### config.mk
export PLATFORM = sky130hd
export DESIGN_NAME = hpbd_edge_map
export DESIGN_NICKNAME = d
export VERILOG_FILES = /design/src/rtl/core/hpbd_pkg.sv /design/src/rtl/core/hpbd_edge_map.sv
export SDC_FILE = /design/constraint.sdc
export NUM_CORES = 1
export LEC_CHECK = 0
export ABC_AREA = 1
export BUFFER_PORTS_ARGS = -buffer_cell sky130_fd_sc_hd__buf_2
export CAP_MARGIN = 0
export CORE_UTILIZATION = 60
export DETAILED_ROUTE_END_ITERATION = 12
export PLACE_DENSITY = 0.88
export SLEW_MARGIN = 0
export SYNTH_ARGS = -nofsm -noshare
export SYNTH_HDL_FRONTEND = slang
export SYNTH_SLANG_ARGS = --single-unit
export TNS_END_PERCENT = 1
### constraint.sdc
create_clock -name vclk -period 28.1
set_input_delay 5.62 -clock vclk [all_inputs]
set_output_delay 5.62 -clock vclk [all_outputs]
set_load 0.01 [all_outputs]
### src/rtl/core/hpbd_pkg.sv
// Package for the heatmap peak box decoder: fixed-point widths, grid and
// class limits, register indexes and reset values. No dependencies.
`default_nettype none

package hpbd_pkg;

  // Grid and network geometry
  localparam int STRIDE      = 4;
  localparam int GRID_DIM    = 128;
  localparam int NUM_CLASSES = 128;
  localparam int MAX_IMAGE   = 4096;
  localparam int FRAC_SHIFT  = 25;

  // Field widths
  localparam int SCORE_W = 16;
  localparam int OFS_W   = 16;
  localparam int SIZE_W  = 16;
  localparam int CELL_W  = 7;
  localparam int CLASS_W = 7;
  localparam int DIM_W   = 13;
  localparam int SCALE_W = 24;
  localparam int LEFT_W  = 12;
  localparam int RIGHT_W = 13;

  // Internal arithmetic widths
  localparam int EDGE_W  = 19;                   // edge in 1/512 cell
  localparam int DIST_W  = 25;                   // distance in 1/512 pixel
  localparam int PROD_W  = DIST_W + SCALE_W + 3; // position in 2^-25 pixel
  localparam int COORD_W = PROD_W - FRAC_SHIFT;  // whole pixels, signed

  // Configuration port
  localparam int CFG_IDX_W  = 3;
  localparam int CFG_DATA_W = 24;

  localparam logic [CFG_IDX_W-1:0] REG_SCORE_THRESHOLD = 3'd0;
  localparam logic [CFG_IDX_W-1:0] REG_NET_WIDTH       = 3'd1;
  localparam logic [CFG_IDX_W-1:0] REG_NET_HEIGHT      = 3'd2;
  localparam logic [CFG_IDX_W-1:0] REG_IMAGE_WIDTH     = 3'd3;
  localparam logic [CFG_IDX_W-1:0] REG_IMAGE_HEIGHT    = 3'd4;
  localparam logic [CFG_IDX_W-1:0] REG_INVERSE_SCALE   = 3'd5;

  localparam logic [SCORE_W-1:0] RST_SCORE_THRESHOLD = 16'd19661;
  localparam logic [DIM_W-1:0]   RST_DIM             = 13'd512;
  localparam logic [SCALE_W-1:0] RST_INVERSE_SCALE   = 24'd65536;

  // Per-axis mapping setup shared by the edge mappers
  typedef struct packed {
    logic [DIM_W-1:0]   net;
    logic [DIM_W-1:0]   img;   // already saturated to MAX_IMAGE
    logic [SCALE_W-1:0] scale;
  } axis_cfg_t;

endpackage

`default_nettype wire

### src/rtl/core/hpbd_edge_map.sv
// Maps one box edge from grid units to a whole image pixel (floor).
// Depends on hpbd_pkg for widths and the axis setup struct.
`default_nettype none

module hpbd_edge_map (
  input  logic signed [hpbd_pkg::EDGE_W-1:0]  edge2_i,
  input  hpbd_pkg::axis_cfg_t                 axis_i,
  input  logic                                add_one_i,
  output logic signed [hpbd_pkg::COORD_W-1:0] coord_o
);
  import hpbd_pkg::*;

  logic signed [DIST_W-1:0] delta;
  logic signed [PROD_W-1:0] prod;
  logic signed [PROD_W-1:0] pos;

  // distance from network center, 1/512 pixel
  assign delta = DIST_W'(edge2_i * STRIDE) - DIST_W'(signed'({1'b0, axis_i.net, 8'b0}));

  assign prod = PROD_W'(delta) * PROD_W'(signed'({1'b0, axis_i.scale}));

  // recenter on the image and add the exclusive pixel where asked
  assign pos = prod
             + PROD_W'(signed'({1'b0, axis_i.img, 24'b0}))
             + PROD_W'(signed'({1'b0, add_one_i, 25'b0}));

  // floor; toward-zero differs only below zero, where clipping hides it
  assign coord_o = pos[PROD_W-1:FRAC_SHIFT];

endmodule

`default_nettype wire

==> results.json, run 1 <==
{
  "grt_pass1_wl_mm": 87.9,
  "core_area_um2": 30000,
  "fin_hold_ws_ns": 12.15,
  "ys_warn_count": 0,
  "tns_ns": 0,
  "hold_path_startpoint": "axis_i[0]",
  "rsz0062_at_grt": "no",
  "period_needed_ns": 19.15,
  "multi_input_area_um2": 15700,
  "dp_hpwl_mm": 45.9,
  "setup_viol_count_final": 0,
  "relSlewSlack_pct": 39.7,
  "dr.pass1.iters": 10,
  "portBuffers": 97,
  "synth_area_um2": 18500,
  "crit_path_max_fanout": 13,
  "vias_per_cell": 5.77,
  "ctsResizeCount": 0,
  "cts.hold.buffers_added": 0,
  "wirelength_mm": 53.7,
  "antenna_cells": 0,
  "maxCapViolCount": 0,
  "worstSetupPathType": "in2out",
  "cts_setup_buffers": 0,
  "final_max_slew_viol_count": 0,
  "die_height_um": 178,
  "final_cell_mix": "inv_1, nand2_1, fa_1",
  "drt_iter0_markers": 1827,
  "overflow": 0,
  "core.rowCount": 63,
  "drive_gt1_share_pct": 5.24,
  "critPathLaunchType": "input pin",
  "die_w_um": 178,
  "crit_top_cell": "fa_1",
  "grt_max_degree": 25,
  "hold_path_depth": 9,
  "hp-class": "in2out",
  "min_period_over_period_pct": 68.2,
  "worst_pin_slew_ns": 0.903,
  "hold_violations": 0,
  "layout_commonest_cell": "inv_1",
  "nClkBuffers": 0,
  "fmax_ghz": 0.0522,
  "synth.distinct_cells": 41,
  "status": "finished, final reports clean",
  "ios": 97,
  "crit_required_ns": 22.48,
  "crit_family": "adder cells",
  "grt_pass1_vias": 17068,
  "seq_cells": 0,
  "critPathBufInv": 6,
  "yosysSeqAreaShare_pct": 0,
  "layout.nets": 3117,
  "syn_nets": 3111,
  "wl_per_cell_um": 19.2,
  "fill_cells": 2514,
  "syn_inst": 2399,
  "vias": 16103,
  "area_delta_synth_final_pct": 3.01,
  "initial_core_util_pct": 61.6,
  "seq_area_um2": 0,
  "hold_end": "coord_o[15]",
  "track_usage_pct": 36.3,
  "grt_antenna_before_repair": 0,
  "slowest_stage": "nand2_1",
  "crit_path_max_incr_delay_ns": 0.73,
  "avgSynthCellArea_um2": 7.72,
  "die_area_um2": 31600,
  "critPathArrivalTime_ns": 13.53,
  "gp_congestion": 0.966,
  "fin_util_pct": 63.5,
  "remaining_drc_errors": 0,
  "ant_nets": 0,
  "worstSetupEndpointType": "output port"
}
[tightest hold or removal path, stage by stage]
cell and delay [ns]:
buf_2 0.22, nand2_1 0.12, nor2_2 0.05, nand4_1 0.06
nor2_1 0.04, nand3_1 0.10, nand4_1 0.12, nand2_1 0.08
buf_2 0.12
[Yosys cell counts, types with 6 or more instances]
cell / count / share of area, %
o21ai_0: 35 / 0.95
buf_2: 14 / 0.38
nor3_1: 13 / 0.35
nor2_1: 190 / 3.9
inv_1: 641 / 13
nand2_1: 528 / 11
a31oi_1: 6 / 0.20
a21oi_1: 70 / 1.9
o21bai_1: 7 / 0.28
clkbuf_1: 71 / 1.4
fa_1: 431 / 47
nand3_1: 101 / 2.7
ha_1: 211 / 14
xor2_1: 8 / 0.38
nand4_1: 14 / 0.47
[cell families after synthesis]
group	synth area share, %
buffers and inverters	15.4
and+or+nand+nor	18.9
adders and majority gates	60.9
xor gates and xnor gates	0.568
AOI/OAI and AO/OA	4.26
[cell type report]
| type | instances | share of cell area [%] |
|---|---|---|
| Tap cell | 390 | 2.56 |
| Inverter | 646 | 12.7 |
| Multi-Input combinational cell | 1658 | 82.1 |
| Timing Repair Buffer | 99 | 2.62 |
[routing by layer]
metal	part of all wire (%)	wire, µm	global-route usage, %
met4	6.1	3250	17.8
met3	11	5980	6.53
met2	47	25200	59.4
met5	0	0	0
met1	36	19300	46.5
[through the flow]
step                      cell area (µm²)  worst slack (ns)  instances
final                               19100              8.95       2793
after global routing                19100              8.57       2793
after CTS                           19100              9.14       2793
after detailed placement            19100              9.15       2793
after global placement              19100              9.26       2793
after floorplan                     18500             10.47       2399
[worst max path at each step]
stage | start | cells past startpoint | end
CTS | edge2_i[6] | 33 | coord_o[22]
floorplan | edge2_i[6] | 35 | coord_o[25]
detailed placement | edge2_i[9] | 32 | coord_o[22]
finish | edge2_i[12] | 29 | coord_o[22]
global route | edge2_i[9] | 33 | coord_o[17]
global placement | edge2_i[9] | 32 | coord_o[22]
Power of run 1 is not shown: default switching activity piles up to over one toggle a cycle in this logic, so the estimate is an artifact.
==> run 2, diff against run 1 <==
PLACE_DENSITY = 0.92   (was 0.88)
clock period = 16.6 ns   (was 28.1 ns; I/O delays follow)
==> run 2 against run 1 <==
  * First-iteration DRC count decreased by 2.3%
  * Via count increased by 0.83%
  * Sequential share of layout area unchanged
  * Cell count unchanged
  * Utilization unchanged
  * Non-clock buffer count unchanged
  * Critical endpoint is now coord_o[17]
  * Worst setup slack got worse by 6.9 ns
  * Sequential cell count unchanged
==> results.json, run 2 (same netlist as run 1, synthesis figures left out) <==
{
  "worstSetupEndpointType": "output port",
  "track_usage_pct": 35.7,
  "period_needed_ns": 14.57,
  "ctsResizeCount": 0,
  "grt_pass1_vias": 17112,
  "crit_path_max_incr_delay_ns": 0.75,
  "tns_ns": 0,
  "portBuffers": 97,
  "hold_path_depth": 9,
  "setup_viol_count_final": 0,
  "relSlewSlack_pct": 35.8,
  "gp_congestion": 0.974,
  "grt_pass1_wl_mm": 87.1,
  "min_period_over_period_pct": 87.8,
  "status": "finished, final reports clean",
  "fin_hold_ws_ns": 7.63,
  "drive_gt1_share_pct": 5.24,
  "ant_nets": 0,
  "die_area_um2": 31600,
  "vias_per_cell": 5.81,
  "drt_iter0_markers": 1785,
  "remaining_drc_errors": 0,
  "initial_core_util_pct": 61.6,
  "seq_area_um2": 0,
  "worst_pin_slew_ns": 0.962,
  "hold_violations": 0,
  "slowest_stage": "inv_1",
  "wirelength_mm": 53.6,
  "critPathLaunchType": "input pin",
  "hold_path_startpoint": "axis_i[0]",
  "die_height_um": 178,
  "final_cells": 2793,
  "hp-class": "in2out",
  "wl_per_cell_um": 19.2,
  "crit_required_ns": 13.28,
  "maxCapViolCount": 0,
  "grt_antenna_before_repair": 1,
  "antenna_cells": 0,
  "area_delta_synth_final_pct": 3.01,
  "critPathArrivalTime_ns": 11.25,
  "rsz0062_at_grt": "no",
  "place_inst": 2793,
  "layout.cell_area.non_filler_um2": 19100,
  "overflow": 0,
  "dr.pass1.iters": 6,
  "grt_max_degree": 25,
  "layout_commonest_cell": "inv_1",
  "ios": 97,
  "fmax_ghz": 0.0686,
  "vias": 16237,
  "die_w_um": 178,
  "core.rowCount": 63,
  "dp_hpwl_mm": 45.5,
  "final_cell_mix": "inv_1, nand2_1, fa_1",
  "crit_path_max_fanout": 23,
  "seq_cells": 0,
  "layout.nets": 3117,
  "worstSetupPathType": "in2out",
  "cts_setup_buffers": 0,
  "core_area_um2": 30000,
  "dpl_cell_area_um2": 19100,
  "nClkBuffers": 0,
  "hold_end": "coord_o[15]",
  "final_max_slew_viol_count": 0,
  "cts.hold.buffers_added": 0
}
run 2: worst max-delay path by stage:
stage	start	to	slack, ns	cells past startpoint
after global routing	edge2_i[6]	coord_o[13]	1.74	33
after CTS	edge2_i[6]	coord_o[17]	2.25	34
final	edge2_i[6]	coord_o[17]	2.03	34
after floorplan	edge2_i[6]	coord_o[25]	3.57	35
after global placement	edge2_i[9]	coord_o[17]	2.30	33
after detailed placement	edge2_i[6]	coord_o[17]	2.27	34
run 2: cell type report:
cell class                 count  area [µm²]
fill                        2486       11000
tap                          390         488
timing repair buffer          99         500
multi-input combinational   1658       15700
inverter                     646        2420
run 2: critical path, delay by kind of cell:
kind | cells | cell delay [ns]
buffers and inverters | 10 | 1.34
adder cells (fa/ha/maj) | 10 | 4.33
AND/OR/NAND/NOR | 10 | 1.24
AO/OA/AOI/OAI | 4 | 1.00
run 2: stage by stage:
step	worst slack [ns]	utilization (%)
2_1_floorplan	3.57	-
3_3_place_gp	2.30	63.5
3_5_place_dp	2.27	63.5
4_1_cts	2.25	63.5
5_1_grt	1.74	63.5
6_report	2.03	63.5
run 2: routing by layer:
metal / up-vias / global-route usage (%) / part of all wire (%)
li1: 7000 / - / -
met1: 7851 / 46.1 / 36
met2: 1090 / 57.5 / 46
met3: 294 / 6.26 / 11
met4: 2 / 19.1 / 6.5
met5: - / 0 / 0.021
Power of run 2 is left out for the same reason.
